## src/design/lpg_pkg.sv

```systemverilog
// ---------------------------------------------------------------------------
// Line pixel generator package
// Shared constants, beat types and field codes for the line pixel generator.
// ---------------------------------------------------------------------------
`default_nettype none

package lpg_pkg;

   // Coordinate width of every endpoint and pixel field.
   localparam int COORD_BITS = 10;
   // Signed error term width: one bit for sign and one for headroom.
   localparam int ERR_BITS   = COORD_BITS + 2;
   // Width of the screen sizes written through the configuration port.
   localparam int CSR_BITS   = 11;
   localparam int CSR_INDEX_BITS = 1;
   // Largest coordinate value.
   localparam int COORD_MAX  = (1 << COORD_BITS) - 1;

   // Register indexes of the configuration port.
   localparam logic [CSR_INDEX_BITS-1:0] CSR_SCREEN_WIDTH  = 1'b0;
   localparam logic [CSR_INDEX_BITS-1:0] CSR_SCREEN_HEIGHT = 1'b1;

   // Reset sizes of the screen.
   localparam logic [CSR_BITS-1:0] SCREEN_WIDTH_RESET  = 11'd320;
   localparam logic [CSR_BITS-1:0] SCREEN_HEIGHT_RESET = 11'd240;

   // Codes of the kind field.
   localparam logic KIND_START = 1'b0;
   localparam logic KIND_STEP  = 1'b1;

   // Input beat.
   typedef struct packed {
      logic                  kind;
      logic [COORD_BITS-1:0] start_x;
      logic [COORD_BITS-1:0] start_y;
      logic [COORD_BITS-1:0] end_x;
      logic [COORD_BITS-1:0] end_y;
      logic [15:0]           line_color;
   } req_type;

   // Result beat.
   typedef struct packed {
      logic [COORD_BITS-1:0] pixel_x;
      logic [COORD_BITS-1:0] pixel_y;
      logic [15:0]           pixel_color;
      logic                  last_pixel;
   } rsp_type;

   // What the stepping core hands back for one item.
   typedef struct packed {
      logic    emit;
      rsp_type pixel;
   } step_type;

endpackage

`default_nettype wire

```

## src/design/lpg_core.sv

```systemverilog
// ---------------------------------------------------------------------------
// Line pixel generator stepping core
// Holds the line state and performs a line start, or one Bresenham step while
// a line is in progress, for each item that fires.
// ---------------------------------------------------------------------------
`default_nettype none

module lpg_core (
   input  wire logic            clock,
   input  wire logic            reset,
   input  wire logic            fire,
   input  wire lpg_pkg::req_type item,
   output lpg_pkg::step_type    step
);
   import lpg_pkg::*;

   // Line state.
   logic                  active_ff,     active_in;
   logic [COORD_BITS-1:0] cur_x_ff,      cur_x_in;
   logic [COORD_BITS-1:0] cur_y_ff,      cur_y_in;
   logic [COORD_BITS-1:0] target_x_ff,   target_x_in;
   logic [COORD_BITS-1:0] target_y_ff,   target_y_in;
   logic [COORD_BITS-1:0] delta_x_ff,    delta_x_in;
   logic [COORD_BITS-1:0] delta_y_ff,    delta_y_in;
   logic                  step_x_neg_ff, step_x_neg_in;
   logic                  step_y_neg_ff, step_y_neg_in;
   logic signed [ERR_BITS-1:0] error_ff, error_in;
   logic [15:0]           color_ff,      color_in;

   // Start path signals.
   logic                  swap;
   logic [COORD_BITS-1:0] sx, sy, ex, ey;
   logic                  sx_neg, sy_neg;
   logic [COORD_BITS-1:0] sdx, sdy;
   logic signed [ERR_BITS-1:0] err_init;

   // Step path signals.
   logic signed [ERR_BITS-1:0] dx_s, dy_s;
   logic                  move_x, move_y;
   logic signed [ERR_BITS-1:0] err_step;
   logic [COORD_BITS-1:0] nx, ny;

   logic is_start;
   logic last;

   assign is_start = (item.kind == KIND_START);

   // Line start: order axis-aligned lines, take signs, extents and the
   // initial error.
   always_comb begin
      swap = ((item.start_x == item.end_x) || (item.start_y == item.end_y)) &&
             ((item.start_x > item.end_x) || (item.start_y > item.end_y));
      sx = swap ? item.end_x   : item.start_x;
      sy = swap ? item.end_y   : item.start_y;
      ex = swap ? item.start_x : item.end_x;
      ey = swap ? item.start_y : item.end_y;
      sx_neg = (ex < sx);
      sy_neg = (ey < sy);
      sdx = sx_neg ? (sx - ex) : (ex - sx);
      sdy = sy_neg ? (sy - ey) : (ey - sy);
      if (sdx > sdy) begin
         err_init = $signed({2'b00, sdx >> 1});
      end else begin
         err_init = -$signed({2'b00, sdy >> 1});
      end
   end

   // One Bresenham step from the held state.
   always_comb begin
      dx_s   = $signed({2'b00, delta_x_ff});
      dy_s   = $signed({2'b00, delta_y_ff});
      move_x = (error_ff > -dx_s);
      move_y = (error_ff < dy_s);
      err_step = error_ff - (move_x ? dy_s : '0) + (move_y ? dx_s : '0);
      nx = cur_x_ff;
      ny = cur_y_ff;
      if (move_x) begin
         nx = step_x_neg_ff ? (cur_x_ff - 1'b1) : (cur_x_ff + 1'b1);
      end
      if (move_y) begin
         ny = step_y_neg_ff ? (cur_y_ff - 1'b1) : (cur_y_ff + 1'b1);
      end
   end

   // Next state and the emitted pixel.
   always_comb begin
      active_in     = active_ff;
      cur_x_in      = cur_x_ff;
      cur_y_in      = cur_y_ff;
      target_x_in   = target_x_ff;
      target_y_in   = target_y_ff;
      delta_x_in    = delta_x_ff;
      delta_y_in    = delta_y_ff;
      step_x_neg_in = step_x_neg_ff;
      step_y_neg_in = step_y_neg_ff;
      error_in      = error_ff;
      color_in      = color_ff;
      step.emit     = 1'b0;
      if (fire && is_start) begin
         cur_x_in      = sx;
         cur_y_in      = sy;
         target_x_in   = ex;
         target_y_in   = ey;
         delta_x_in    = sdx;
         delta_y_in    = sdy;
         step_x_neg_in = sx_neg;
         step_y_neg_in = sy_neg;
         error_in      = err_init;
         color_in      = item.line_color;
         step.emit     = 1'b1;
      end else if (fire && active_ff) begin
         cur_x_in  = nx;
         cur_y_in  = ny;
         error_in  = err_step;
         step.emit = 1'b1;
      end
      last = (cur_x_in == target_x_in) && (cur_y_in == target_y_in);
      if (step.emit) begin
         active_in = !last;
      end
      step.pixel.pixel_x     = cur_x_in;
      step.pixel.pixel_y     = cur_y_in;
      step.pixel.pixel_color = color_in;
      step.pixel.last_pixel  = last;
   end

   // Control state.
   always_ff @(posedge clock) begin
      if (reset) begin
         active_ff <= 1'b0;
      end else begin
         active_ff <= active_in;
      end
   end

   // Line payload state.
   always_ff @(posedge clock) begin
      cur_x_ff      <= cur_x_in;
      cur_y_ff      <= cur_y_in;
      target_x_ff   <= target_x_in;
      target_y_ff   <= target_y_in;
      delta_x_ff    <= delta_x_in;
      delta_y_ff    <= delta_y_in;
      step_x_neg_ff <= step_x_neg_in;
      step_y_neg_ff <= step_y_neg_in;
      error_ff      <= error_in;
      color_ff      <= color_in;
   end

   // A start always produces its first pixel.
   a_start_emits: assert property (@(posedge clock) disable iff (reset)
      (fire && item.kind == KIND_START) |-> step.emit)
      else $error("line start produced no pixel");

   // A step with no line in progress produces nothing.
   a_idle_step_silent: assert property (@(posedge clock) disable iff (reset)
      (fire && item.kind == KIND_STEP && !active_ff) |-> !step.emit)
      else $error("pixel emitted with no active line");

   // After the final endpoint the line is closed.
   a_last_closes: assert property (@(posedge clock) disable iff (reset)
      (step.emit && step.pixel.last_pixel) |=> !active_ff)
      else $error("line still active after its last pixel");

endmodule

`default_nettype wire

```

## src/design/line_pixel_generator.sv

```systemverilog
// ---------------------------------------------------------------------------
// Line pixel generator
// Draws straight lines pixel by pixel with the Bresenham error rule.
// ---------------------------------------------------------------------------
//
//   Channel  Direction  Handshake              Beat
//   req      in         req_valid / req_stall  start (two endpoints, color) or step
//   rsp      out        rsp_valid / rsp_stall  one pixel with its endpoint flag
//   csr      in         csr_write_enable       screen width or height
//
// An item passes an input register and a result register; one item per cycle
// is sustained while the result is not stalled. The stepping core updates
// the line state in the same cycle that loads the result register.
// Endpoints are clamped to the screen as they are captured.
// Reset is synchronous; it drops any line in progress and empties both stages.
// A stalled result holds its beat and any waiting item; req_stall rises only then.
`default_nettype none

module line_pixel_generator (
   input  wire logic                               clock,
   input  wire logic                               reset,
   input  wire logic                               req_valid,
   output      logic                               req_stall,
   input  wire lpg_pkg::req_type                   req_data,
   output      logic                               rsp_valid,
   input  wire logic                               rsp_stall,
   output      lpg_pkg::rsp_type                   rsp_data,
   input  wire logic                               csr_write_enable,
   input  wire logic [lpg_pkg::CSR_INDEX_BITS-1:0] csr_index,
   input  wire logic [lpg_pkg::CSR_BITS-1:0]       csr_data
);
   import lpg_pkg::*;

   // Largest legal coordinate for a given screen size.
   function automatic logic [COORD_BITS-1:0] coord_limit(input logic [CSR_BITS-1:0] size);
      logic [CSR_BITS-1:0] lim;
      lim = (size == '0) ? '0 : (size - 1'b1);
      if (32'(lim) > COORD_MAX) begin
         coord_limit = COORD_BITS'(COORD_MAX);
      end else begin
         coord_limit = COORD_BITS'(lim);
      end
   endfunction

   function automatic logic [COORD_BITS-1:0] clamp(input logic [COORD_BITS-1:0] c,
                                                   input logic [COORD_BITS-1:0] lim);
      clamp = (c > lim) ? lim : c;
   endfunction

   logic [COORD_BITS-1:0] x_lim_ff, x_lim_in;
   logic [COORD_BITS-1:0] y_lim_ff, y_lim_in;

   logic    stage_valid_ff, stage_valid_in;
   req_type stage_item_ff,  stage_item_in;
   logic    rsp_valid_ff,   rsp_valid_in;
   rsp_type rsp_data_ff,    rsp_data_in;

   logic     advance;
   logic     stage_load;
   logic     fire;
   step_type step;

   // Screen limits are kept already reduced to the last coordinate.
   always_comb begin
      x_lim_in = x_lim_ff;
      y_lim_in = y_lim_ff;
      if (csr_write_enable) begin
         unique case (csr_index)
            CSR_SCREEN_WIDTH:  x_lim_in = coord_limit(csr_data);
            CSR_SCREEN_HEIGHT: y_lim_in = coord_limit(csr_data);
            default: ;
         endcase
      end
   end

   always_ff @(posedge clock) begin
      if (reset) begin
         x_lim_ff <= coord_limit(SCREEN_WIDTH_RESET);
         y_lim_ff <= coord_limit(SCREEN_HEIGHT_RESET);
      end else begin
         x_lim_ff <= x_lim_in;
         y_lim_ff <= y_lim_in;
      end
   end

   // Pipeline flow: both stages move unless a result is held back.
   assign advance    = !(rsp_valid_ff && rsp_stall);
   assign stage_load = !stage_valid_ff || advance;
   assign req_stall  = !stage_load;
   assign fire       = stage_valid_ff && advance;

   // Input register with endpoint clamping.
   always_comb begin
      stage_valid_in = stage_load ? req_valid : stage_valid_ff;
      stage_item_in  = stage_item_ff;
      if (stage_load) begin
         stage_item_in.kind       = req_data.kind;
         stage_item_in.start_x    = clamp(req_data.start_x, x_lim_ff);
         stage_item_in.start_y    = clamp(req_data.start_y, y_lim_ff);
         stage_item_in.end_x      = clamp(req_data.end_x, x_lim_ff);
         stage_item_in.end_y      = clamp(req_data.end_y, y_lim_ff);
         stage_item_in.line_color = req_data.line_color;
      end
   end

   lpg_core u_core (
      .clock (clock),
      .reset (reset),
      .fire  (fire),
      .item  (stage_item_ff),
      .step  (step)
   );

   // Result register.
   always_comb begin
      rsp_valid_in = advance ? (fire && step.emit) : rsp_valid_ff;
      rsp_data_in  = advance ? step.pixel : rsp_data_ff;
   end

   always_ff @(posedge clock) begin
      if (reset) begin
         stage_valid_ff <= 1'b0;
         rsp_valid_ff   <= 1'b0;
      end else begin
         stage_valid_ff <= stage_valid_in;
         rsp_valid_ff   <= rsp_valid_in;
      end
   end

   always_ff @(posedge clock) begin
      stage_item_ff <= stage_item_in;
      rsp_data_ff   <= rsp_data_in;
   end

   assign rsp_valid = rsp_valid_ff;
   assign rsp_data  = rsp_data_ff;

   // The input side is held off only by a blocked result.
   a_stall_cause: assert property (@(posedge clock) disable iff (reset)
      req_stall |-> (rsp_valid_ff && rsp_stall && stage_valid_ff))
      else $error("input stalled without a blocked result");

   // A captured item that cannot move is kept.
   a_stage_kept: assert property (@(posedge clock) disable iff (reset)
      (stage_valid_ff && !advance) |=> (stage_valid_ff && $stable(stage_item_ff)))
      else $error("held item lost from the input register");

   // A stalled result beat stays valid and unchanged.
   a_rsp_held: assert property (@(posedge clock) disable iff (reset)
      (rsp_valid_ff && rsp_stall) |=> (rsp_valid_ff && $stable(rsp_data_ff)))
      else $error("stalled result beat changed");

endmodule

`default_nettype wire
```

## config.mk

```make
export PLATFORM = sky130hd
export DESIGN_NAME = line_pixel_generator
export DESIGN_NICKNAME = d
export VERILOG_FILES = /design/src/design/lpg_pkg.sv /design/src/design/lpg_core.sv /design/src/design/line_pixel_generator.sv
export SDC_FILE = /design/constraint.sdc
export NUM_CORES = 1
export LEC_CHECK = 0
export BUFFER_PORTS_ARGS = -buffer_cell sky130_fd_sc_hd__buf_2
export CORE_ASPECT_RATIO = 0.5
export CORE_MARGIN = 3
export CORE_UTILIZATION = 60
export DETAILED_ROUTE_END_ITERATION = 10
export MAX_ROUTING_LAYER = met4
export PLACE_DENSITY = 0.8
export SLEW_MARGIN = 10
export SYNTH_ARGS = -nofsm -noshare
export SYNTH_HDL_FRONTEND = slang
export SYNTH_SLANG_ARGS = --single-unit
```

## constraint.sdc

```tcl
create_clock -name clock -period 10.6 [get_ports clock]
set_clock_uncertainty 0.05 [all_clocks]
set_input_delay 1.06 -clock clock [delete_from_list [all_inputs] [get_ports clock]]
set_output_delay 1.06 -clock clock [all_outputs]
set_load 0.01 [all_outputs]
```

==> results by group, run 1 <==
Timing
  • Post-Route Setup TNS: 0 ns
  • Hold slack: 0.397 ns
  • Setup-failing EPs final: 0
  • Slew Limit Headroom: 24.9%
  • Fmax: 121 MHz
  • Crit share post-route: 78.0%
  • Tmin final: 8.26 ns
  • Max-slew violation count: 0
  • RSZ-0062 raised after global routing: false
  • Worst slew pin tran: 1.13 ns
  • Hold Vio Cnt, Final: 0

Worst setup path
  • CP max stage cell: or2_1
  • Critical Path AT: 8.46 ns
  • CP Launch Point: stage_item_ff[38]
  • Max FO, Critical Path: 19
  • R2r worst-path depth: 28
  • CP Depth: 28
  • CP endpoint kind: register
  • CP Class: register to register
  • Reg2reg start: stage_item_ff[38]
  • CP Launch Type: register
  • Delay-heaviest family, CP: compound AO/OA/AOI/OAI gates
  • WP buf/inv: 2
  • Critical path required time: 10.80 ns
  • Reg-to-reg endpoint: u_core.error_ff[7]
  • FF-to-FF setup slack: 2.34 ns
  • CP dominant cell by count: a21oi_1
  • Critical path's largest stage delay: 0.78 ns

Global routing
  • Vias in the first global route: 11,700
  • Gr usage total: 30.7%
  • Gr ovfl total: 0
  • First-pass GRT wire length: 61,600 um
  • Initial antenna violation count: 0
  • Pin count of the biggest net entering global routing: 61

Final layout
  • Fillers: 1,857
  • Nets@finish: 1,878
  • Antenna Cells: 0
  • Area grow syn2layout: 9.67%
  • Final non-filler cell total: 1,986
  • Fraction of layout instances using a drive strength above 1: 13.5%

Logic synthesis
  • Synthesized area: 14,400 um2
  • Synth cell types: 100
  • Share of async-settable or async-resettable flops after synthesis: 0%
  • Synth Register Bits: 207
  • Syn Inst Count: 1,579
  • Synth warnings: 0
  • Seq/Total Area, Yosys: 37.7%
  • Mean Syn Cell Area: 9.11 um2
  • Most used DFF post-synth: edfxtp_1
  • Net Count, Synth: 1,792
  • EDFF count, synth: 128

Power and ir drop
  • Clock power share: 17.7%
  • Cell internal pwr: 2.39 mW
  • Switching fraction of total power: 42.0%
  • LEAKAGE: 6.97 nW
  • PD cells: 261 nW/um2
  • Flop pwr share: 29.2%
  • Combinational Power Share: 53.1%
  • NetSw: 1.73 mW
  • Peak VDD IR: 0.133 mV

Worst hold path
  • Worst Hold Path Cells: 2
  • Hold crit path type: register to register
  • Hold_sp: u_core.color_ff[12]
  • Hold EP: u_core.color_ff[12]

Place
  • Routability Congestion: 0.989
  • Post-detail-place hpwl: 29,800 um
  • Port Buf Inserts: 112
  • Inst Count DP: 1,950

Drt
  • WL per Instance: 19.7 um
  • DRC viols: 0
  • Vias/cell: 6.15
  • DRT Pass-1 Iters: 6
  • Detailed-route via count: 12,200
  • Routed WL: 39,000 um
  • Initial drt markers: 1,241
  • Antenna-violating nets left: 0

Die
  • # IOs: 113
  • Die height: 116 um
  • Die W: 225 um
  • Die area: 26,000 um2
  • Core area: 23,200 um2
  • # rows: 39
  • Starting Density: 62.1%

Clocking
  • Hold-fix buffers, CTS: 0
  • # resized after CTS: 0
  • CTS Buf Count: 20
  • Clock-pin slew on the worst setup and hold paths: 0.07 ns
  • TritonCTS Sinks: 207
  • Worst-Skew Late Latency: 0.52 ns
  • Post-CTS Repair Setup Buffers: 0
  • CTS Buffer Depth: 3
  • Root buffer cell: clkbuf_16
  • CTS tree: built
  • H-tree Lvls: 1

Outcome
  • Status: completed

Flow run
  • Max-cap viol count: 0
[stage by stage]
step	instance area (um2)	worst slack (ns)	power, mW	util, %
6_report	15800	2.34	4.12	68.1
5_1_grt	15800	1.96	4.40	68.1
4_1_cts	15800	2.58	4.10	68.1
3_5_place_dp	15100	2.66	3.35	65.2
3_3_place_gp	15100	2.85	3.26	65.2
2_1_floorplan	14400	4.10	2.79	-
[per-layer routing]
| layer | global-route usage [%] | part of all wire, % |
|---|---|---|
| met5 | - | 0 |
| met4 | 8.16 | 2.9 |
| met3 | 5.11 | 7.9 |
| met2 | 49.6 | 46 |
| met1 | 40.8 | 44 |
[cells in the final DEF (no fill, tap or decap), types with 5 or more instances in the layout]
| cell | n |
|---|---|
| ha_1 | 127 |
| o21ai_1 | 10 |
| mux2i_1 | 21 |
| mux2_2 | 16 |
| nand4_1 | 19 |
| edfxtp_1 | 128 |
| dfxtp_1 | 79 |
| nor2b_1 | 22 |
| a221o_1 | 6 |
| inv_1 | 142 |
| nand3_1 | 31 |
| nand2_1 | 194 |
| nor3_1 | 27 |
| clkbuf_16 | 21 |
| buf_2 | 112 |
| a32oi_1 | 6 |
| a21o_1 | 18 |
| buf_4 | 10 |
| nand2b_1 | 16 |
| o211ai_1 | 8 |
| a211o_1 | 22 |
| and2_1 | 11 |
| a221oi_1 | 7 |
| o21bai_1 | 11 |
| fa_1 | 12 |
| a31oi_1 | 35 |
| nor4_1 | 6 |
| or3_1 | 6 |
| o21a_1 | 10 |
| nor2_1 | 134 |
| xor2_1 | 32 |
| a22oi_1 | 5 |
| xnor2_1 | 54 |
| a211oi_1 | 10 |
| a21oi_1 | 103 |
| o22ai_1 | 16 |
| o21ai_0 | 80 |
[how the worst max path moves through the flow]
stage | end | slack [ns]
after global placement | u_core.error_ff[11] | 2.85
after global routing | u_core.error_ff[7] | 1.96
after detailed placement | u_core.error_ff[9] | 2.66
final | u_core.error_ff[7] | 2.34
after floorplan | u_core.error_ff[7] | 4.10
after CTS | u_core.error_ff[7] | 2.58
[registers in the layout, indices dropped and copies added, names as in the netlist, 10 cells and up]
signal              cells
u_core.cur_x_ff        10
x_lim_ff               10
stage_item_ff          57
u_core.delta_y_ff      10
u_core.color_ff        16
y_lim_ff               10
rsp_data               37
u_core.target_y_ff     10
u_core.target_x_ff     10
u_core.error_ff        12
u_core.delta_x_ff      10
u_core.cur_y_ff        10
[cell type report]
class	count	area, um2	area share [%]
Inverter	144	541	3.42
Clock buffer	23	543	3.44
Timing Repair Buffer	122	636	4.03
Multi-Input combinational cell	1170	8140	51.6
Clock inverter	13	118	0.745
Tap cell	307	384	2.43
Sequential cell	207	5430	34.4
[power by group through the flow]
stage          combinational (mW)  sequential (mW)  clock, mW
2_1_floorplan                1.59             1.20          0
3_3_place_gp                 2.05             1.21          0
3_5_place_dp                 2.14             1.22          0
4_1_cts                      2.16             1.20      0.740
5_1_grt                      2.42             1.22      0.765
6_report                     2.18             1.20      0.730
[kinds of logic (layout without fill, tap and decap cells)]
| kind of cell | after synthesis | after routing | synth area share, % |
|---|---|---|---|
| AOI/OAI and AO/OA | 400 | 400 | 18.7 |
| xor gates and xnor gates | 90 | 90 | 5.76 |
| adders and majority gates | 140 | 140 | 12.8 |
| buffers and inverters | 202 | 302 | 5.87 |
| DFF | 207 | 207 | 37.7 |
| muxes | 38 | 38 | 2.79 |
| and+or+nand+nor | 502 | 502 | 16.4 |
[worst reg2reg max path, delay by kind of cell (launching register included)]
| family | cells | cell delay, ns |
|---|---|---|
| buf+inv | 2 | 0.17 |
| simple gates | 9 | 2.10 |
| xor+xnor | 1 | 0.52 |
| fa+ha+maj | 3 | 1.32 |
| flops | 1 | 0.51 |
| compound gates | 11 | 2.82 |
| mux | 2 | 0.50 |
[synthesized netlist by cell type, types with 21 or more instances]
| library cell | n | area [um2] |
|---|---|---|
| nor3_1 | 27 | 135 |
| xnor2_1 | 54 | 473 |
| a211o_1 | 22 | 193 |
| ha_1 | 127 | 1590 |
| mux2i_1 | 21 | 210 |
| clkbuf_1 | 24 | 90.1 |
| a31oi_1 | 35 | 219 |
| inv_1 | 143 | 537 |
| nor2_1 | 134 | 503 |
| xor2_1 | 32 | 280 |
| o21ai_0 | 80 | 400 |
| edfxtp_1 | 128 | 3840 |
| a21oi_1 | 103 | 515 |
| nand3_1 | 32 | 160 |
| dfxtp_1 | 79 | 1580 |
| nand2_1 | 195 | 732 |
| nor2b_1 | 22 | 138 |
Note: power is estimated with default switching activity, not from simulation.
==> run 2: changes to the inputs <==
Settings changed: ABC_AREA set to 1, CORE_UTILIZATION 60 to 56, PLACE_DENSITY 0.8 to 0.78.
Clock period 10.6 ns to 7.3 ns, I/O delays scaled along.
==> run 2 against run 1 <==
Against the previous run:
- register-to-register slack worse by 0.89 ns
- hold slack worse by 0.052 ns
- maximum frequency is 41% higher
- synthesized cell count grew 23%
- final area rose by 2.0%
- non-clock buffer count is 3 lower
- routed wire length down 8.5%
- power is 26% higher
- die area increased by 8.7%
- clock power is 47% higher
- first-iteration DRC count shrank 3.2%
- worst setup slack worse by 0.89 ns
- critical endpoint is now u_core.error_ff[5]
- highest routed layer unchanged
==> results by group, run 2 <==
Worst hold path
  • Hold_sp: req_data[9]
  • Hold EP: stage_item_ff[9]
  • Hold crit path type: input pin to register
  • Worst Hold Path Cells: 1 (-1)

Logic synthesis
  • Mean Syn Cell Area: 7.53 um2 (-17%)
  • Synth top cells by count: nand2_1 (598), inv_1 (256), nand3_1 (151), edfxtp_1 (128), o21ai_0 (128)
  • Synth Register Bits: 207 (unchanged)
  • Share of async-settable or async-resettable flops after synthesis: 0% (unchanged)
  • Seq/Total Area, Yosys: 37.0% (-0.65 points)
  • Synth area leader: edfxtp_1
  • Synth cell types: 55 (-45%)
  • Synth warnings: 0 (unchanged)
  • Synthesized area: 14,600 um2 (+1.8%)
  • Largest cells by area after synthesis: edfxtp_1 (26%), nand2_1 (15%), ha_1 (11%)
  • Most common cell in the netlist: nand2_1
  • Area share of the largest cell type after synthesis: 26.2% (-0.46 points)
  • EDFF count, synth: 128 (unchanged)
  • Net Count, Synth: 2,158 (+20%)
  • Syn Inst Count: 1,945 (+23%)
  • Most used DFF post-synth: edfxtp_1

Clocking
  • Worst-Skew Late Latency: 0.51 ns (about the same)
  • CTS tree: built
  • Clock-pin slew on the worst setup and hold paths: 0.07 ns (about the same)
  • Post-CTS Repair Setup Buffers: 0 (unchanged)
  • Root buffer cell: clkbuf_16
  • # resized after CTS: 0 (unchanged)
  • CTS Buf Count: 20 (unchanged)
  • CTS Buffer Depth: 3 (unchanged)
  • H-tree Lvls: 1 (unchanged)
  • Hold-fix buffers, CTS: 0 (unchanged)
  • TritonCTS Sinks: 207 (unchanged)

Worst setup path
  • Critical path's largest stage delay: 0.47 ns (-0.31 ns)
  • WP buf/inv: 3 (+1)
  • CP dominant cell by count: nand2_1
  • CP Launch Type: register
  • CP Class: register to register
  • R2r worst-path depth: 30 (+7.1%)
  • Delay-heaviest family, CP: simple AND/OR/NAND/NOR gates
  • Reg2reg start: stage_item_ff[21]
  • FF-to-FF setup slack: 1.45 ns (-0.89 ns)
  • Critical Path AT: 6.18 ns (-2.28 ns)
  • Critical path required time: 7.63 ns (-3.17 ns)
  • CP max stage cell: ha_1
  • Max FO, Critical Path: 77 (+58)
  • Reg-to-reg endpoint: u_core.error_ff[5]
  • CP endpoint kind: register

Timing
  • Hold Vio Cnt, Final: 0 (unchanged)
  • Fmax: 171 MHz (+41%)
  • Post-Route Setup TNS: 0 ns (unchanged)
  • Worst slew pin tran: 0.906 ns (-0.220 ns)
  • RSZ-0062 raised after global routing: false
  • Tmin final: 5.85 ns (-2.41 ns)
  • Final WS setup: 1.45 ns (-0.889 ns)
  • Crit share post-route: 80.2% (+2.2 points)
  • Setup-failing EPs final: 0 (unchanged)
  • Slew Limit Headroom: 39.4% (+15 points)
  • Max-slew violation count: 0 (unchanged)

Power and ir drop
  • PD cells: 322 nW/um2 (+24%)
  • Clock power share: 20.5% (+2.8 points)
  • Flop pwr share: 31.6% (+2.4 points)
  • LEAKAGE: 8.13 nW (+17%)
  • NetSw: 2.17 mW (+26%)
  • Cell internal pwr: 3.02 mW (+26%)
  • Peak VDD IR: 0.156 mV (+17%)
  • Combinational Power Share: 47.9% (-5.2 points)
  • Switching fraction of total power: 41.9% (-0.084 points)

Die
  • Die area: 28,200 um2 (+8.7%)
  • Starting Density: 57.6% (-4.5 points)
  • Core area: 25,400 um2 (+9.8%)
  • # rows: 41 (+5.1%)
  • Die height: 120 um (+4.2%)
  • Die W: 235 um (+4.3%)
  • # IOs: 113 (unchanged)

Drt
  • DRT Pass-1 Iters: 5 (-1)
  • Routed WL: 35,700 um (-8.5%)
  • WL per Instance: 14.9 um (-24%)
  • Detailed-route via count: 12,700 (+4.1%)
  • Initial drt markers: 1,201 (-3.2%)
  • Antenna-violating nets left: 0 (unchanged)
  • DRC viols: 0 (unchanged)
  • Vias/cell: 5.30 (-14%)

Global routing
  • M3 GR Usage: 3.42% (-1.7 points)
  • Most used routing layer: met1
  • Gr usage total: 25.6% (-5.1 points)
  • Grt met2 use: 37.0% (-13 points)
  • Pin count of the biggest net entering global routing: 78 (+28%)
  • Vias in the first global route: 11,300 (-3.5%)
  • First-pass GRT wire length: 57,600 um (-6.5%)
  • Met1 usage: 38.8% (-1.9 points)
  • Gr ovfl total: 0 (unchanged)
  • Initial antenna violation count: 0 (unchanged)

Place
  • Routability Congestion: 1.04 (+4.7%)
  • Port Buf Inserts: 112 (unchanged)
  • Pre-CTS setup slack: 1.53 ns (-1.13 ns)
  • Post-detail-place hpwl: 28,100 um (-5.7%)
  • Area after DPL: 15,400 um2 (+2.0%)
  • Inst Count DP: 2,362 (+21%)

Final layout
  • Biggest register: stage_item_ff
  • Final non-filler cell total: 2,398 (+21%)
  • Commonest non-fill, non-tap cells in the layout: nand2_1 (597), inv_1 (254), nand3_1 (151), o21ai_0 (128), edfxtp_1 (128)
  • Antenna Cells: 0 (unchanged)
  • Max reg flops: 57 (unchanged)
  • Nets@finish: 2,253 (+20%)
  • Commonest non-fill, non-tap cell in the layout: nand2_1
  • Design area: 16,100 um2 (+2.0%)
  • Area grow syn2layout: 9.90%
  • Fraction of layout instances using a drive strength above 1: 11.6% (-1.9 points)

Outcome
  • Status: completed

Flow run
  • Max-cap viol count: 0 (unchanged)
==> run 2: cell types whose count changed in the layout (fill, tap and decap cells not counted), sizes merged, moves of 40 or more <==
| cell | previous run | this run |
|---|---|---|
| nand3 | 35 | 155 |
| xnor2 | 58 | 10 |
| inv | 150 | 275 |
| nand2 | 197 | 625 |
| nor2 | 136 | 96 |
| o21ai | 92 | 154 |
==> run 2: area by class of cell <==
type | instances | area [um2]
well taps | 344 | 430
flip-flops and latches | 207 | 5430
clock buffers | 29 | 597
inverters | 278 | 1050
repair buffers | 119 | 613
clock inverters | 7 | 67.6
multi-input cells | 1414 | 7920
fillers | 2272 | 9350
==> run 2: worst reg2reg max path, delay by kind of cell, from the launching register on <==
kind | cells | cell delay (ns)
simple gates | 19 | 3.09
buf+inv | 3 | 0.20
fa+ha+maj | 3 | 0.92
flops | 1 | 0.40
compound gates | 4 | 0.81
xor+xnor | 1 | 0.25
==> run 2: per-stage QoR <==
stage               hold WS (ns)  power [mW]  utilization (%)
floorplan                  0.362        3.48                -
global placement           0.370        4.05             60.6
detailed placement         0.380        4.09             60.6
CTS                        0.323        5.17             63.3
global route               0.321        5.62             63.3
finish                     0.345        5.19             63.3
==> run 2: worst max path at each step <==
stage,from,end,slack (ns),cells after the start
2_1_floorplan,u_core.delta_x_ff[0],u_core.error_ff[10],2.38,26
3_3_place_gp,u_core.delta_x_ff[0],u_core.error_ff[8],1.68,26
3_5_place_dp,u_core.delta_x_ff[0],u_core.error_ff[10],1.53,26
4_1_cts,u_core.delta_x_ff[0],u_core.error_ff[10],1.49,26
5_1_grt,u_core.delta_x_ff[1],u_core.error_ff[10],0.84,26
6_report,stage_item_ff[21],u_core.error_ff[5],1.45,30
==> run 2: kinds of logic after synthesis <==
| logic type | Yosys count | share of synthesized area [%] |
|---|---|---|
| AOI/OAI and AO/OA | 295 | 11.1 |
| xor gates and xnor gates | 48 | 2.87 |
| adders and majority gates | 139 | 12.5 |
| buffers and inverters | 324 | 9.02 |
| DFF | 207 | 37.0 |
| and+or+nand+nor | 932 | 27.5 |
==> run 2: per-layer routing <==
metal | share of wire (%) | vias up
li1 | - | 6559
met1 | 50 | 5653
met2 | 41 | 447
met3 | 7.9 | 62
met4 | 1.8 | 0
met5 | 0 | -
==> run 2: power by group through the flow <==
| stage | clock [mW] | sequential [mW] | combinational, mW |
|---|---|---|---|
| 4_1_cts | 1.08 | 1.64 | 2.45 |
| 5_1_grt | 1.13 | 1.66 | 2.83 |
| 6_report | 1.07 | 1.64 | 2.49 |
| 3_5_place_dp | 0 | 1.66 | 2.43 |
| 2_1_floorplan | 0 | 1.66 | 1.82 |
| 3_3_place_gp | 0 | 1.65 | 2.40 |
==> run 3: changes to the inputs <==
Settings changed: CORE_UTILIZATION 56 to 60, PLACE_DENSITY 0.78 to 0.8.
Clock period 7.3 ns to 5.7 ns, I/O delays scaled along.
==> run 3 against run 2 <==
Against the previous run:
- global-route usage grew 2.4 points
- core utilization rose by 6.4 points
- cell count shrank 1.0%
- routed wire length down 0.40%
- critical endpoint unchanged
==> results by group, run 3 (synthesized netlist as in run 2, its figures left out) <==
Timing
  • RSZ-0062 raised after global routing: false
  • Hold Vio Cnt, Final: 0 (unchanged)
  • Final WS setup: 0.533 ns (-0.912 ns)
  • Worst slew pin tran: 0.709 ns (-0.197 ns)
  • Slew Limit Headroom: 52.6% (+13 points)
  • Crit share post-route: 90.6% (+10 points)
  • Setup-failing EPs final: 0 (unchanged)
  • Max-slew violation count: 0 (unchanged)
  • Post-Route Setup TNS: 0 ns (unchanged)
  • Fmax: 194 MHz (+13%)
  • Tmin final: 5.17 ns (-0.688 ns)

Worst setup path
  • Delay-heaviest family, CP: simple AND/OR/NAND/NOR gates
  • CP Class: register to register
  • Max FO, Critical Path: 34 (-56%)
  • Reg2reg start: stage_item_ff[18]
  • Reg-to-reg endpoint: u_core.error_ff[5]
  • Critical path required time: 5.93 ns (-1.70 ns)
  • Critical path's largest stage delay: 0.43 ns (-0.04 ns)
  • CP Launch Type: register
  • CP dominant cell by count: nand2_1
  • R2r worst-path depth: 34 (+13%)
  • CP max stage cell: ha_1
  • Critical Path AT: 5.40 ns (-0.78 ns)
  • FF-to-FF setup slack: 0.53 ns (-0.91 ns)
  • CP endpoint kind: register
  • WP buf/inv: 4 (+1)

Global routing
  • Initial antenna violation count: 0 (unchanged)
  • Most used routing layer: met2
  • Gr ovfl total: 0 (unchanged)
  • First-pass GRT wire length: 57,900 um (+0.44%)
  • Gr usage total: 28.0% (+2.4 points)
  • Met1 usage: 41.6% (+2.8 points)
  • Vias in the first global route: 11,800 (+4.0%)
  • Pin count of the biggest net entering global routing: 97 (+24%)
  • M3 GR Usage: 4.02% (+0.60 points)
  • Grt met2 use: 41.9% (+4.9 points)

Place
  • Port Buf Inserts: 112 (unchanged)
  • Pre-CTS setup slack: 0.197 ns (-1.33 ns)
  • Post-detail-place hpwl: 27,700 um (-1.4%)
  • Inst Count DP: 2,336 (-1.1%)
  • Routability Congestion: 0.965 (-6.8%)

Power and ir drop
  • Combinational Power Share: 47.2% (-0.7 points)
  • Switching fraction of total power: 41.5% (-0.41 points)
  • LEAKAGE: 8.23 nW (+1.3%)
  • Tot Pwr: 6.84 mW (+32%)
  • Cell internal pwr: 4.00 mW (+33%)
  • NetSw: 2.84 mW (+30%)
  • Clock power share: 22.0% (+1.5 points)
  • Flop pwr share: 30.8% (-0.8 points)
  • PD cells: 420 nW/um2 (+30%)
  • Peak VDD IR: 0.217 mV (+40%)

Drt
  • Vias/cell: 5.46 (+3.0%)
  • Routed WL: 35,600 um (-0.40%)
  • Detailed-route via count: 13,000 (+1.9%)
  • DRC viols: 0 (unchanged)
  • Antenna-violating nets left: 0 (unchanged)
  • DRT Pass-1 Iters: 7 (+2)
  • Initial drt markers: 1,079 (-10%)
  • WL per Instance: 15.0 um (+0.61%)

Clocking
  • Clock-pin slew on the worst setup and hold paths: 0.07 ns (about the same)
  • Worst-Skew Late Latency: 0.52 ns (about the same)
  • Post-CTS Repair Setup Buffers: 0 (unchanged)
  • CTS Buf Count: 21 (+5.0%)
  • Root buffer cell: clkbuf_16
  • H-tree Lvls: 1 (unchanged)
  • CTS Buffer Depth: 3 (unchanged)
  • CTS tree: built
  • Hold-fix buffers, CTS: 0 (unchanged)
  • TritonCTS Sinks: 207 (unchanged)

Worst hold path
  • Worst Hold Path Cells: 1 (unchanged)
  • Hold EP: stage_item_ff[13]
  • Hold crit path type: input pin to register
  • Hold_sp: req_data[13]

Final layout
  • Antenna Cells: 0 (unchanged)
  • Fraction of layout instances using a drive strength above 1: 13.0% (+1.3 points)
  • Commonest non-fill, non-tap cells in the layout: nand2_1 (597), inv_1 (253), nand3_1 (150), edfxtp_1 (128), o21ai_0 (125)
  • Nets@finish: 2,265 (+0.53%)
  • Max reg flops: 57 (unchanged)
  • Biggest register: stage_item_ff
  • Final non-filler cell total: 2,374 (-1.0%)
  • Reg area: 5430 um2 (unchanged)
  • Area grow syn2layout: 11.1%
  • Fillers: 2,003 (-12%)
  • Area of the multi-input gates: 7960 um2 (+0.60%)
  • Commonest non-fill, non-tap cell in the layout: nand2_1

Die
  • Core area: 23,400 um2 (-8.1%)
  • Die height: 116 um (-3.2%)
  • Die W: 227 um (-3.3%)
  • Die area: 26,400 um2 (-6.4%)
  • # IOs: 113 (unchanged)
  • # rows: 39 (-4.9%)
  • Starting Density: 62.7% (+5.1 points)

Flow run
  • Max-cap viol count: 0 (unchanged)

Outcome
  • Status: completed
-- run 3: final cells by class --
type / instances / share of cell area, %
Timing Repair Buffer: 130 / 4.35
Clock buffer: 23 / 3.34
Sequential cell: 207 / 33.3
Tap cell: 307 / 2.36
Multi-Input combinational cell: 1414 / 48.9
Inverter: 278 / 6.43
Clock inverter: 15 / 1.27
-- run 3: layer usage --
layer / share of wire [%] / routed length (um) / vias up
met5: 0 / 0 / -
met4: 1.2 / 426 / 0
met3: 7.8 / 2780 / 40
met2: 42 / 14900 / 465
met1: 49 / 17500 / 5860
li1: - / - / 6602
-- run 3: through the flow --
step	utilization, %	area [um2]	hold WS (ns)
global placement	66.2	15500	0.373
finish	69.6	16300	0.170
CTS	69.4	16200	0.152
detailed placement	66.2	15500	0.379
global route	69.6	16300	0.147
floorplan	-	14600	0.362
-- run 3: worst max path at each step --
stage,from,to,slack [ns],cells after the start
after floorplan,u_core.delta_x_ff[0],u_core.error_ff[10],0.78,26
after global placement,u_core.delta_x_ff[0],u_core.error_ff[10],0.42,26
after detailed placement,u_core.delta_x_ff[0],u_core.error_ff[11],0.20,31
after CTS,u_core.delta_x_ff[0],u_core.error_ff[11],0.17,31
after global routing,stage_item_ff[25],u_core.error_ff[7],0.0005,36
final,stage_item_ff[18],u_core.error_ff[5],0.53,34
-- run 3: repair_timing --
item / CTS / global route
hold endpoints to repair: 0 / 0
resized for setup: 0 / 15
setup endpoints to repair: 0 / 10
-- run 3: power by group through the flow --
| stage | clock network (mW) | logic, mW | registers (mW) |
|---|---|---|---|
| 3_3_place_gp | 0 | 3.07 | 2.12 |
| 3_5_place_dp | 0 | 3.13 | 2.13 |
| 2_1_floorplan | 0 | 2.33 | 2.13 |
| 5_1_grt | 1.59 | 3.69 | 2.13 |
| 6_report | 1.50 | 3.23 | 2.10 |
| 4_1_cts | 1.53 | 3.16 | 2.10 |
